==> config.mk <==
export PLATFORM = sky130hd
export DESIGN_NAME = pairwise_euclidean_distance
export DESIGN_NICKNAME = d
export VERILOG_FILES = /design/src/rtl/ped_pkg.sv /design/src/rtl/ped_ram.sv /design/src/rtl/ped_sqrt.sv /design/src/rtl/pairwise_euclidean_distance.sv
export SDC_FILE = /design/constraint.sdc
export NUM_CORES = 2
export LEC_CHECK = 0
export BUFFER_PORTS_ARGS = -buffer_cell sky130_fd_sc_hd__buf_2
export CORE_MARGIN = 5
export CORE_UTILIZATION = 40
export CTS_BUF_LIST = sky130_fd_sc_hd__clkbuf_8
export DETAILED_ROUTE_END_ITERATION = 10
export HOLD_SLACK_MARGIN = 0.05
export MAX_ROUTING_LAYER = met4
export PLACE_DENSITY = 0.59
export SYNTH_ARGS = -nofsm -noshare
export SYNTH_HDL_FRONTEND = slang
export SYNTH_SLANG_ARGS = --single-unit
==> constraint.sdc <==
create_clock -name i_clk -period 14.4 [get_ports i_clk]
set_input_delay 4.32 -clock i_clk [delete_from_list [all_inputs] [get_ports i_clk]]
set_output_delay 4.32 -clock i_clk [all_outputs]
set_load 0.03 [all_outputs]
==> src/rtl/ped_pkg.sv <==
// shared types and constants for the pairwise euclidean distance block
package ped_pkg;

    localparam int DEF_MAX_CENTERS   = 64;
    localparam int DEF_COORD_BITS    = 16;
    localparam int DEF_MAX_DIMENSION = 3;

    localparam int FIELD_W  = 16;
    localparam int SLOT_W   = 6;
    localparam int NUM_W    = 6;
    localparam int DIST_W   = 17;
    localparam int DIM_W    = 2;
    localparam int CENT_W   = 7;
    localparam int CFG_IX_W = 1;
    localparam int CFG_D_W  = 7;

    localparam logic [DIST_W-1:0] DIST_MAX    = 17'h1FFFF;
    localparam logic [DIM_W-1:0]  DIM_RESET   = 2'd2;
    localparam logic [CENT_W-1:0] CENT_RESET  = 7'd64;

    localparam logic ACT_LOAD  = 1'b0;
    localparam logic ACT_QUERY = 1'b1;

    localparam logic [CFG_IX_W-1:0] REG_DIMENSION = 1'b0;
    localparam logic [CFG_IX_W-1:0] REG_CENTERS   = 1'b1;

    typedef enum logic [2:0] {
        ST_IDLE,
        ST_READ,
        ST_MUL,
        ST_ACC,
        ST_ROOT_GO,
        ST_ROOT_WAIT
    } t_state;

endpackage

==> src/rtl/ped_ram.sv <==
// generic single write port ram with registered read
module ped_ram #(
    parameter int WIDTH = 48,
    parameter int DEPTH = 64,
    localparam int AW = (DEPTH > 1) ? $clog2(DEPTH) : 1
) (
    input  logic             i_clk,
    input  logic             i_we,
    input  logic [AW-1:0]    i_waddr,
    input  logic [WIDTH-1:0] i_wdata,
    input  logic [AW-1:0]    i_raddr,
    output logic [WIDTH-1:0] o_rdata
);

    logic [WIDTH-1:0] r_mem [DEPTH];
    logic [WIDTH-1:0] r_rdata;

    always_ff @(posedge i_clk) begin
        if (i_we) begin
            r_mem[i_waddr] <= i_wdata;
        end
        r_rdata <= r_mem[i_raddr];
    end

    assign o_rdata = r_rdata;

endmodule

==> src/rtl/ped_sqrt.sv <==
// iterative floor square root, two radicand bits per cycle
module ped_sqrt #(
    parameter int RAD_W = 34,
    localparam int H = RAD_W / 2,
    localparam int CW = $clog2(H + 1)
) (
    input  logic             i_clk,
    input  logic             i_rst_n,
    input  logic             i_start,
    input  logic [RAD_W-1:0] i_radicand,
    output logic             o_done,
    output logic [H-1:0]     o_root
);

    logic [RAD_W-1:0] r_rad, n_rad;
    logic [H:0]       r_rem, n_rem;
    logic [H-1:0]     r_root, n_root;
    logic [CW-1:0]    r_cnt, n_cnt;
    logic             r_busy, n_busy;
    logic             r_done, n_done;

    logic [H+2:0]     rem_sh;
    logic [H+2:0]     trial;
    logic [H+2:0]     diff;
    logic             ge;

    always_comb begin
        rem_sh = {r_rem, r_rad[RAD_W-1 -: 2]};
        trial  = {1'b0, r_root, 2'b01};
        diff   = rem_sh - trial;
        ge     = (rem_sh >= trial);

        n_rad  = r_rad;
        n_rem  = r_rem;
        n_root = r_root;
        n_cnt  = r_cnt;
        n_busy = r_busy;
        n_done = 1'b0;

        if (i_start) begin
            n_rad  = i_radicand;
            n_rem  = '0;
            n_root = '0;
            n_cnt  = CW'(H);
            n_busy = 1'b1;
        end else if (r_busy) begin
            n_rad  = {r_rad[RAD_W-3:0], 2'b00};
            n_rem  = ge ? diff[H:0] : rem_sh[H:0];
            n_root = {r_root[H-2:0], ge};
            n_cnt  = r_cnt - CW'(1);
            if (r_cnt == CW'(1)) begin
                n_busy = 1'b0;
                n_done = 1'b1;
            end
        end
    end

    always_ff @(posedge i_clk) begin
        if (!i_rst_n) begin
            r_busy <= 1'b0;
            r_done <= 1'b0;
            r_cnt  <= '0;
        end else begin
            r_busy <= n_busy;
            r_done <= n_done;
            r_cnt  <= n_cnt;
        end
        r_rad  <= n_rad;
        r_rem  <= n_rem;
        r_root <= n_root;
    end

    assign o_done = r_done;
    assign o_root = r_root;

endmodule

==> src/rtl/pairwise_euclidean_distance.sv <==
// top level: center table, square-accumulate sequencer and result register
// a load never raises busy; a query holds busy until its last result
// per center, the time is set by the one shared multiplier and the iterative square root;
// results are strobed one per center
// the receiver cannot stall; results are single-cycle strobes
// reset restores dimension 2 and 64 centers in use; the center table is undefined until written
module pairwise_euclidean_distance #(
    parameter int MAX_CENTERS   = ped_pkg::DEF_MAX_CENTERS,
    parameter int COORD_BITS    = ped_pkg::DEF_COORD_BITS,
    parameter int MAX_DIMENSION = ped_pkg::DEF_MAX_DIMENSION
) (
    input  logic                          i_clk,
    input  logic                          i_rst_n,
    input  logic                          start,
    output logic                          busy,
    input  logic                          i_action,
    input  logic [ped_pkg::SLOT_W-1:0]    i_slot,
    input  logic signed [ped_pkg::FIELD_W-1:0] i_coord_x,
    input  logic signed [ped_pkg::FIELD_W-1:0] i_coord_y,
    input  logic signed [ped_pkg::FIELD_W-1:0] i_coord_z,
    input  logic                          i_cfg_we,
    input  logic [ped_pkg::CFG_IX_W-1:0]  i_cfg_index,
    input  logic [ped_pkg::CFG_D_W-1:0]   i_cfg_data,
    output logic                          o_strobe,
    output logic [ped_pkg::NUM_W-1:0]     o_center_number,
    output logic [ped_pkg::DIST_W-1:0]    o_distance,
    output logic                          o_last
);

    localparam int C      = COORD_BITS;
    localparam int AW     = (MAX_CENTERS > 1) ? $clog2(MAX_CENTERS) : 1;
    localparam int TW     = MAX_DIMENSION * C;
    localparam int SQ_W   = 2 * C + 1;
    localparam int SUM_W  = 2 * C + 2;
    localparam int SAT_W  = (SUM_W > 64) ? 64 : SUM_W;
    localparam int RAD_W  = SAT_W + (SAT_W % 2);
    localparam int ROOT_W = RAD_W / 2;
    localparam int FW     = ped_pkg::FIELD_W;
    localparam int DW     = ped_pkg::DIST_W;
    localparam int KW     = ped_pkg::DIM_W;
    localparam int NW     = ped_pkg::CENT_W;

    ped_pkg::t_state r_state, n_state;

    logic [KW-1:0]   r_dimension, n_dimension;
    logic [NW-1:0]   r_centers, n_centers;
    logic [C-1:0]    r_site [MAX_DIMENSION];
    logic [C-1:0]    n_site [MAX_DIMENSION];
    logic [AW-1:0]   r_idx, n_idx;
    logic [KW-1:0]   r_k, n_k;
    logic [SQ_W-1:0] r_sq, n_sq;
    logic [SUM_W-1:0] r_sum, n_sum;
    logic            r_strobe, n_strobe;
    logic [ped_pkg::NUM_W-1:0] r_num, n_num;
    logic [DW-1:0]   r_dist, n_dist;
    logic            r_last, n_last;

    logic [C-1:0]    coord_in [MAX_DIMENSION];
    logic [FW-1:0]   field_in [3];
    logic [C+FW-1:0] field_ext [MAX_DIMENSION];
    logic [TW-1:0]   wdata;
    logic [TW-1:0]   rdata;
    logic            accept;
    logic            ram_we;
    logic [KW-1:0]   eff_dim;
    logic [NW-1:0]   eff_count;
    logic            at_last;
    logic [C-1:0]    sel_site;
    logic [C-1:0]    sel_ctr;
    logic [C:0]      diff;
    logic [C:0]      mag;
    logic [2*C+1:0]  prod;
    logic [SUM_W+63:0] sum_wide;
    logic            sum_sat;
    logic [RAD_W-1:0] radicand;
    logic            root_start;
    logic            root_done;
    logic [ROOT_W-1:0] root;
    logic [ROOT_W+DW-1:0] root_wide;
    logic            root_sat;

    assign field_in[0] = i_coord_x;
    assign field_in[1] = i_coord_y;
    assign field_in[2] = i_coord_z;

    always_comb begin
        for (int j = 0; j < MAX_DIMENSION; j++) begin
            field_ext[j] = {{C{1'b0}}, field_in[j]};
            coord_in[j]  = field_ext[j][C-1:0];
            wdata[j*C +: C] = coord_in[j];
        end
    end

    assign accept = start && !busy;
    assign ram_we = accept && (i_action == ped_pkg::ACT_LOAD)
                    && ({1'b0, i_slot} < (ped_pkg::SLOT_W + 1)'(MAX_CENTERS));

    ped_ram #(
        .WIDTH(TW),
        .DEPTH(MAX_CENTERS)
    ) u_table (
        .i_clk  (i_clk),
        .i_we   (ram_we),
        .i_waddr(i_slot[AW-1:0]),
        .i_wdata(wdata),
        .i_raddr(r_idx),
        .o_rdata(rdata)
    );

    always_comb begin
        if (r_dimension == '0) begin
            eff_dim = KW'(1);
        end else if (r_dimension > KW'(MAX_DIMENSION)) begin
            eff_dim = KW'(MAX_DIMENSION);
        end else begin
            eff_dim = r_dimension;
        end
        if (r_centers > NW'(MAX_CENTERS)) begin
            eff_count = NW'(MAX_CENTERS);
        end else begin
            eff_count = r_centers;
        end
    end

    assign at_last = (NW'(r_idx) + NW'(1)) == eff_count;

    // shared square unit operand select
    always_comb begin
        sel_site = r_site[0];
        sel_ctr  = rdata[C-1:0];
        for (int j = 0; j < MAX_DIMENSION; j++) begin
            if (r_k == KW'(j)) begin
                sel_site = r_site[j];
                sel_ctr  = rdata[j*C +: C];
            end
        end
        diff = {sel_site[C-1], sel_site} - {sel_ctr[C-1], sel_ctr};
        mag  = diff[C] ? (~diff + (C+1)'(1)) : diff;
        prod = {{(C+1){1'b0}}, mag} * {{(C+1){1'b0}}, mag};
    end

    always_comb begin
        sum_wide  = {64'd0, r_sum};
        sum_sat   = (sum_wide[SUM_W+63:SAT_W] != '0);
        radicand  = sum_sat ? RAD_W'({SAT_W{1'b1}}) : RAD_W'(sum_wide[SAT_W-1:0]);
        root_wide = {{DW{1'b0}}, root};
        root_sat  = (root_wide[ROOT_W+DW-1:DW] != '0);
    end

    assign root_start = (r_state == ped_pkg::ST_ROOT_GO);

    ped_sqrt #(
        .RAD_W(RAD_W)
    ) u_sqrt (
        .i_clk     (i_clk),
        .i_rst_n   (i_rst_n),
        .i_start   (root_start),
        .i_radicand(radicand),
        .o_done    (root_done),
        .o_root    (root)
    );

    always_comb begin
        n_state     = r_state;
        n_dimension = r_dimension;
        n_centers   = r_centers;
        n_site      = r_site;
        n_idx       = r_idx;
        n_k         = r_k;
        n_sq        = r_sq;
        n_sum       = r_sum;
        n_strobe    = 1'b0;
        n_num       = r_num;
        n_dist      = r_dist;
        n_last      = r_last;

        if (i_cfg_we) begin
            case (i_cfg_index)
                ped_pkg::REG_DIMENSION: n_dimension = i_cfg_data[KW-1:0];
                ped_pkg::REG_CENTERS:   n_centers   = i_cfg_data[NW-1:0];
                default: ;
            endcase
        end

        case (r_state)
            ped_pkg::ST_IDLE: begin
                if (accept && (i_action == ped_pkg::ACT_QUERY)) begin
                    n_site = coord_in;
                    n_idx  = '0;
                    if (eff_count != '0) begin
                        n_state = ped_pkg::ST_READ;
                    end
                end
            end
            ped_pkg::ST_READ: begin
                n_k     = '0;
                n_sum   = '0;
                n_state = ped_pkg::ST_MUL;
            end
            ped_pkg::ST_MUL: begin
                n_sq    = prod[SQ_W-1:0];
                n_state = ped_pkg::ST_ACC;
            end
            ped_pkg::ST_ACC: begin
                n_sum = r_sum + SUM_W'(r_sq);
                n_k   = r_k + KW'(1);
                if (r_k + KW'(1) == eff_dim) begin
                    n_state = ped_pkg::ST_ROOT_GO;
                end else begin
                    n_state = ped_pkg::ST_MUL;
                end
            end
            ped_pkg::ST_ROOT_GO: begin
                n_state = ped_pkg::ST_ROOT_WAIT;
            end
            ped_pkg::ST_ROOT_WAIT: begin
                if (root_done) begin
                    n_strobe = 1'b1;
                    n_num    = ped_pkg::NUM_W'(r_idx);
                    n_dist   = root_sat ? ped_pkg::DIST_MAX : root_wide[DW-1:0];
                    n_last   = at_last;
                    if (at_last) begin
                        n_state = ped_pkg::ST_IDLE;
                    end else begin
                        n_idx   = r_idx + AW'(1);
                        n_state = ped_pkg::ST_READ;
                    end
                end
            end
            default: n_state = ped_pkg::ST_IDLE;
        endcase
    end

    always_ff @(posedge i_clk) begin
        if (!i_rst_n) begin
            r_state     <= ped_pkg::ST_IDLE;
            r_dimension <= ped_pkg::DIM_RESET;
            r_centers   <= ped_pkg::CENT_RESET;
            r_idx       <= '0;
            r_k         <= '0;
            r_strobe    <= 1'b0;
        end else begin
            r_state     <= n_state;
            r_dimension <= n_dimension;
            r_centers   <= n_centers;
            r_idx       <= n_idx;
            r_k         <= n_k;
            r_strobe    <= n_strobe;
        end
        r_site <= n_site;
        r_sq   <= n_sq;
        r_sum  <= n_sum;
        r_num  <= n_num;
        r_dist <= n_dist;
        r_last <= n_last;
    end

    assign busy            = (r_state != ped_pkg::ST_IDLE);
    assign o_strobe        = r_strobe;
    assign o_center_number = r_num;
    assign o_distance      = r_dist;
    assign o_last          = r_last;

    a_more_follow: assert property (@(posedge i_clk) disable iff (!i_rst_n)
        (o_strobe && !o_last) |-> busy)
        else $error("block went idle before the last result");

    a_last_ends: assert property (@(posedge i_clk) disable iff (!i_rst_n)
        (o_strobe && o_last) |-> !busy)
        else $error("block still busy after the last result");

    a_spaced: assert property (@(posedge i_clk) disable iff (!i_rst_n)
        o_strobe |=> !o_strobe)
        else $error("results strobed in adjacent cycles");

    a_busy_cause: assert property (@(posedge i_clk) disable iff (!i_rst_n)
        $rose(busy) |-> ($past(start) && ($past(i_action) == ped_pkg::ACT_QUERY)))
        else $error("busy raised without a query transaction");

endmodule

After elaboration in Yosys (flattened, before gate mapping)
Memory sizes are Yosys's and may differ from the RTL's. A register that Yosys moved wholly into a read port is not among the register bits.
Cells that the tools add are included.

storage, ports and cells
  memories = 1
  RAM bits = 3072
  bits of input ports = 67
  register bits after elaboration = 236

memory list
  name           words  bits a word  rd ports  clocked after memory_dff  wr ports  line           source
  u_table.r_mem  64     48           1         1                         1         ped_ram.sv:15  logic [WIDTH-1:0] r_mem [DEPTH];

operators by class
  eq/ne operators = 14
  add/sub/neg operators = 8
  order comparisons = 3
  $mul = 1
  muxes and demuxes = 32
  bitwise gates (word level) = 5
  reductions and logical operators = 20

operators by type and width
  operator                                               number
  two-way mux 34 bit                                     2
  case mux 34 bit (2 select lines)                       1
  two-way mux 16 bit                                     4
  adder 34 x 33 -> 34 bit                                1
  multiplier 17 x 17 -> 33 bit                           1
  greater-or-equal comparator 20 x 19 -> 1 bit           1
  two-way mux 18 bit                                     1
  two-way mux 6 bit                                      3
  case mux 3 bit (6 select lines)                        1
  subtractor 18 bit                                      1
  adder 17 x 1 -> 17 bit (second input constant)         1
  two-way mux 17 bit                                     1
  NOT 17 bit                                             1
  subtractor 16 x 16 -> 17 bit                           1
  two-way mux 3 bit                                      4
  case mux 6 bit (2 select lines)                        1
  two-way mux 5 bit                                      2
  AND reduction 2 bit                                    5
  two-way mux 1 bit                                      8
  adder 6 x 1 -> 7 bit (second input constant)           1
  equality test 7 bit                                    1
  greater-than comparator 7 bit (second input constant)  1
  two-way mux 7 bit                                      1
  nonzero test 7 bit                                     1
  26 further kinds                                       38

Depth between registers and ports, before layout
  depth in word-level cells = 8
  gate-level depth with buffers = 41
  mapped depth without buffers = 39

Modules after synthesis
From an unflattened synthesis, not the netlist that was laid out.

unflattened totals
  cell total of the unflattened synthesis = 7065
  area total of the unflattened synthesis = 138126.2 sq um

by module, submodules not included
  module                       cells each  area each (sq um)  times used
  ped_ram                      4970        117117.3           1
  pairwise_euclidean_distance  1688        16789.9            1
  ped_sqrt                     407         4219.0             1

Worst setup path after synthesis
No wires, ideal clock.

  kind = flip-flop to flip-flop
  start point = register r_k[0]
  end point = register r_sq[32] (data pin)
  stages on the path, launching flop included = 40
  setup time = 0.260 ns
  arrival = 9.373 ns
  period minus slack after synthesis = 9.633 ns
  path slack = 4.767 ns
  path through = dfxtp_1 ha_1 clkbuf_1 buf_1 mux2i_1 o21ai_0 ha_1 inv_1 fa_1 a211o_1 a21oi_2 o21bai_1 xor2_1 nand4b_1 or4_4 o21ai_0 xnor2_1 buf_2 [4 not listed] inv_1 fa_1 inv_1 fa_1 fa_1 inv_1 fa_1 inv_1 ha_1 a21oi_1 o21ai_0 a21oi_1 o21ai_0 a311o_1 a31oi_1 o21ai_0 a31oi_1 xnor2_1

on the way
  cells in the longest elaborated chain, start to end = 8
  elaborated cells on any way between the ends = 11

ends and longest elaborated chain
  what                              line                                source
  start, declared                   pairwise_euclidean_distance.sv:50   logic [KW-1:0] r_k, n_k;
  start signal, assigned            pairwise_euclidean_distance.sv:247  r_k <= n_k;
  equality test 2 x 1 -> 1 bit      pairwise_euclidean_distance.sv:132  if (r_k == KW'(j)) begin
  two-way mux 16 bit (2 in series)  pairwise_euclidean_distance.sv:132
  subtractor 16 x 16 -> 17 bit *    pairwise_euclidean_distance.sv:137  diff = {sel_site[C-1], sel_site} - {sel_ctr[C-1], sel_ctr};
  NOT 17 bit                        pairwise_euclidean_distance.sv:138  mag = diff[C] ? (~diff + (C+1)'(1)) : diff;
  adder 17 x 1 -> 17 bit            pairwise_euclidean_distance.sv:138
  two-way mux 17 bit *              pairwise_euclidean_distance.sv:138
  multiplier 17 x 17 -> 33 bit *    pairwise_euclidean_distance.sv:139  prod = {{(C+1){1'b0}}, mag} * {{(C+1){1'b0}}, mag};
  via prod[32]                      pairwise_euclidean_distance.sv:72   logic [2*C+1:0] prod;
  end signal, assigned              pairwise_euclidean_distance.sv:251  r_sq <= n_sq;
  end, declared                     pairwise_euclidean_distance.sv:51   logic [SQ_W-1:0] r_sq, n_sq;

The timed path passes the listed nets; every way through them passes the cells marked *.
A chain may end at the register's enable or synchronous reset.

Final worst setup path
Ends and elaborated chain as after synthesis.

==> impl_results.html <==
<table>
<tr><th>Metric</th><th>Value</th></tr>
<tr><th colspan="2">Yosys</th></tr>
<tr><td>Post-synthesis xor/xnor area fraction</td><td>0.689%</td></tr>
<tr><td>Post-Syn Instances</td><td>6593</td></tr>
<tr><td>Biggest area contributors in the synthesized netlist</td><td>sky130_fd_sc_hd__edfxtp_1 71%, sky130_fd_sc_hd__mux4_2 16%, sky130_fd_sc_hd__fa_1 2.8%, sky130_fd_sc_hd__dfxtp_1 1.6%, sky130_fd_sc_hd__ha_1 1.6%</td></tr>
<tr><td>Synth Area in Compound Gates</td><td>1.68%</td></tr>
<tr><td>Yosys reg bits</td><td>3355</td></tr>
<tr><td>Portion of netlist area occupied by mux cells</td><td>17.0%</td></tr>
<tr><td>Synth top area share</td><td>70.6%</td></tr>
<tr><td>Proportion of synthesized chip area in sequential cells</td><td>72.2%</td></tr>
<tr><td>Synthesized area divided by synthesized cell count</td><td>20.9 um^2</td></tr>
<tr><td>Share of synthesized cell area in full adder, half adder and majority cells</td><td>4.37%</td></tr>
<tr><td>Largest area contributor in the synthesized netlist</td><td>sky130_fd_sc_hd__edfxtp_1</td></tr>
<tr><td>Cell area after synthesis</td><td>138000 um^2</td></tr>
<tr><td>Count of yosys warnings during synthesis</td><td>0</td></tr>
<tr><td>Fraction of the mapped netlist area in simple logic gates</td><td>2.36%</td></tr>
<tr><td>Combinational family with the most area after synthesis</td><td>multiplexers</td></tr>
<tr><td>Count of cell types in the netlist</td><td>93</td></tr>
<tr><td>Most used flip-flop cell after synthesis</td><td>sky130_fd_sc_hd__edfxtp_1</td></tr>
<tr><td>Proportion of register bits with asynchronous set or reset after synthesis</td><td>0%</td></tr>
<tr><td>Number of enable flip-flop cells after synthesis</td><td>3244</td></tr>
<tr><th colspan="2">Setup path</th></tr>
<tr><td>Worst setup SP type</td><td>flop</td></tr>
<tr><td>Worst Path Class, Setup</td><td>flop to flop</td></tr>
<tr><td>Endpoint kind of the worst setup timing path</td><td>flop</td></tr>
<tr><td>Worst endpoint data arrival time</td><td>12.07 ns</td></tr>
<tr><td>Maximum fanout along the worst path</td><td>32</td></tr>
<tr><td>Required time of the critical path</td><td>15.26 ns</td></tr>
<tr><td>Crit path max-delay cell type</td><td>sky130_fd_sc_hd__xor2_1</td></tr>
<tr><td>Longest individual stage delay on the worst path</td><td>0.58 ns</td></tr>
<tr><th colspan="2">Clock tree</th></tr>
<tr><td>Resized Gates After CTS</td><td>0</td></tr>
<tr><td>Clock tree from TritonCTS</td><td>built</td></tr>
<tr><td>Worst-case clock buffer depth</td><td>4</td></tr>
<tr><td>Number of buffers added to fix hold violations after cts</td><td>0</td></tr>
<tr><td>Clock slew seen by the registers of the worst setup and hold paths</td><td>0.06 ns</td></tr>
<tr><td>Latest clock arrival within the worst-skew pair</td><td>1.17 ns</td></tr>
<tr><td>Number of buffers created by CTS</td><td>553</td></tr>
<tr><td>Count of clock tree sinks</td><td>3355</td></tr>
<tr><td>Clock tree root driver cell</td><td>sky130_fd_sc_hd__clkbuf_8</td></tr>
<tr><td>H-tree lvl count</td><td>6</td></tr>
<tr><td>Post-CTS setup buffers</td><td>0</td></tr>
<tr><th colspan="2">Global route</th></tr>
<tr><td>Via count of the first global-routing pass</td><td>71900</td></tr>
<tr><td>Maximum number of pins on one net before global-route repair</td><td>130</td></tr>
<tr><td>Antenna violations before repair</td><td>29</td></tr>
<tr><td>Global-route congestion overflow total</td><td>0</td></tr>
<tr><td>Global-route wire length before repair</td><td>546000 um</td></tr>
<tr><td>Global routing usage summed across all routing layers</td><td>22.1%</td></tr>
<tr><th colspan="2">Timing</th></tr>
<tr><td>RSZ-0062 raised after global routing</td><td>no</td></tr>
<tr><td>Post-layout min period</td><td>11.21 ns</td></tr>
<tr><td>Remaining max-slew budget at the tightest pin</td><td>13.8%</td></tr>
<tr><td>Transition time at the pin with the least slew margin</td><td>1.29 ns</td></tr>
<tr><td>Max Fclk</td><td>89.2 MHz</td></tr>
<tr><td>Final Hold Fails</td><td>0</td></tr>
<tr><td>Final max-slew violation count</td><td>0</td></tr>
<tr><td>Setup Viol. Count Final</td><td>0</td></tr>
<tr><td>Worst-case clock skew</td><td>0.0781 ns</td></tr>
<tr><td>Fin Setup TNS</td><td>0 ns</td></tr>
<tr><td>Ratio of final minimum period to clock period</td><td>77.8%</td></tr>
<tr><th colspan="2">Detailed routing</th></tr>
<tr><td>DR WL/cell</td><td>32.0 um</td></tr>
<tr><td>Drc violations</td><td>0</td></tr>
<tr><td>Number of DRC markers in iteration 0</td><td>8491</td></tr>
<tr><td>Routed via count</td><td>70300</td></tr>
<tr><td>Number of routed nets with antenna violations</td><td>0</td></tr>
<tr><td>Vias/cell</td><td>5.80</td></tr>
<tr><td>Number of optimization iterations in the first detailed-route pass</td><td>5</td></tr>
<tr><td>Routed wire length</td><td>388000 um</td></tr>
<tr><th colspan="2">Power and ir drop</th></tr>
<tr><td>Total power of the final layout</td><td>31.5 mW</td></tr>
<tr><td>Share of total power in the clock network</td><td>24.4%</td></tr>
<tr><td>Cell-internal power</td><td>20.2 mW</td></tr>
<tr><td>Net switching power of the design</td><td>11.3 mW</td></tr>
<tr><td>Relative contribution of sequential cells to total power</td><td>36.5%</td></tr>
<tr><td>Static power due to leakage</td><td>49.4 nW</td></tr>
<tr><td>Cell area power density</td><td>203 nW/um^2</td></tr>
<tr><td>Comb power frac</td><td>39.1%</td></tr>
<tr><td>Switching part of the total power</td><td>35.8%</td></tr>
<tr><td>Worst IR drop on VDD</td><td>0.00108 V</td></tr>
<tr><th colspan="2">Floorplan</th></tr>
<tr><td>Row cnt</td><td>215</td></tr>
<tr><td>Die height</td><td>597 um</td></tr>
<tr><td>Placeable core region</td><td>343000 um^2</td></tr>
<tr><td>Overall die width</td><td>597 um</td></tr>
<tr><td>Starting density of the core</td><td>40.2%</td></tr>
<tr><td>I/O Pins</td><td>93</td></tr>
<tr><td>Overall die area</td><td>357000 um^2</td></tr>
<tr><th colspan="2">Placed design</th></tr>
<tr><td>Buffers added on ports</td><td>92</td></tr>
<tr><td>Routability cong.</td><td>0.848</td></tr>
<tr><td>Detail Placement HPWL</td><td>213000 um</td></tr>
<tr><th colspan="2">Worst hold path</th></tr>
<tr><td>Worst Hold Class</td><td>flop to flop</td></tr>
<tr><th colspan="2">Cells and area</th></tr>
<tr><td>Sequential cell area in the final layout</td><td>99700 um^2</td></tr>
<tr><td>Area used by multi-input combinational logic</td><td>36500 um^2</td></tr>
<tr><td>Most common library cell in the layout ignoring fill and taps</td><td>sky130_fd_sc_hd__edfxtp_1</td></tr>
<tr><td>Post-layout net count</td><td>7549</td></tr>
<tr><td>Top library cells by usage in the layout, fill and taps aside</td><td>3244 x sky130_fd_sc_hd__edfxtp_1, 1008 x sky130_fd_sc_hd__mux4_2, 578 x sky130_fd_sc_hd__clkbuf_8</td></tr>
<tr><td>FILL cells</td><td>29100</td></tr>
<tr><td>Area growth, synth to finish</td><td>12.3%</td></tr>
<tr><td>Fraction of layout cells with a size suffix above 1</td><td>27.3%</td></tr>
<tr><th colspan="2">Run status</th></tr>
<tr><td>Result of the run</td><td>complete, no violations</td></tr>
<tr><th colspan="2">Run</th></tr>
<tr><td>Count of maximum capacitance violations</td><td>0</td></tr>
</table>
## state kept, by name (all words and copies together) (netlist names), 3 cells and up
register and flops:
r_idx 6, u_sqrt.r_rem 18, r_centers 7, u_sqrt.r_rad 34
o_distance 17, r_state 3, r_sq 32, u_sqrt.o_root 17
r_sum 34, u_sqrt.r_cnt 5, o_center_number 6, r_site 48
u_table.r_mem 3072, u_table.o_rdata 48
## worst max-delay path, delay by kind of cell (launching register included)
family	cells	cell delay (ns)
compound gates	14	3.49
xor+xnor	2	0.67
fa+ha+maj	10	4.27
buf+inv	8	1.40
flops	1	0.40
mux	1	0.27
simple gates	3	0.42
## metal layers
metal / wire length [um] / GRT usage, % / up-vias
li1: - / - / 28000
met1: 156000 / 29.7 / 38400
met2: 190000 / 35.2 / 3307
met3: 30200 / 3.55 / 642
met4: 11500 / 6.62 / 0
met5: 0 / - / -
## per-stage QoR
| step | hold WS (ns) | cells | util (%) | area [um^2] | setup WS, ns |
|---|---|---|---|---|---|
| 3_3_place_gp | 0.441 | 11100 | 42.2 | 145000 | 3.31 |
| 3_5_place_dp | 0.440 | 11100 | 42.2 | 145000 | 3.29 |
| 4_1_cts | 0.464 | 12100 | 45.1 | 155000 | 3.28 |
| 5_1_grt | 0.466 | 12100 | 45.1 | 155000 | 2.45 |
| 6_report | 0.461 | 12100 | 45.1 | 155000 | 3.19 |
| 2_1_floorplan | 0.406 | 6602 | - | 138000 | 4.77 |
## worst paths after layout
kind              slack (ns)  startpoint  cells past startpoint                 end
setup / recovery        3.19      r_k[0]                     38            r_sq[32]
hold reg to reg         0.46    r_idx[5]                      0  o_center_number[5]
setup reg to reg        3.19      r_k[0]                     38            r_sq[32]
hold / removal          0.46    r_idx[5]                      0  o_center_number[5]
## cell families after synthesis
kind of cell             count (synthesis)
flip-flops                            3355
AND/OR/NAND/NOR                        724
adder cells (fa/ha/maj)                367
AO/OA/AOI/OAI                          350
XOR/XNOR                               106
buffers and inverters                  613
multiplexers                          1076
other                                    2
## power by group through the flow
| stage | Sequential [mW] | Clock (mW) | Combinational, mW |
|---|---|---|---|
| floorplan | 11.7 | 0 | 9.04 |
| finish | 11.5 | 7.69 | 12.3 |
| detailed placement | 11.7 | 0 | 12.5 |
| global placement | 11.7 | 0 | 12.5 |
| global route | 11.5 | 8.34 | 14.0 |
| CTS | 11.5 | 7.87 | 12.6 |
## synth_stat cells (all sizes together), types with 5 or more instances
cell type and instances:
or3 11, o21a 22, xnor2 70, nand4 9
dfxtp 111, clkbuf 190, fa 191, o31ai 10
xor2 36, nand2b 16, nor3 33, edfxtp 3244
a211oi 10, and3 22, and2 12, o21bai 9
nand2 273, nor3b 10, mux4 1008, a21boi 12
mux2i 65, nor4b 5, o2111ai 7, nand3 39
a211o 6, a21oi 94, o21ai 78, or4 5
o211ai 12, nand3b 5, a21o 35, a31oi 17
nor2b 22, nor2 245, inv 311, a221oi 5
buf 110, ha 176
## cell type report
cell class,instances,share of cell area [%]
Inverter,313,0.759
Sequential cell,3355,64.4
Clock buffer,578,5.14
Multi-Input combinational cell,2634,23.6
Antenna cell,15,0.0242
Tap cell,4557,3.68
Timing Repair Buffer,258,1.13
Clock inverter,406,1.34
No activity file was read; power rests on OpenSTA's default activity.
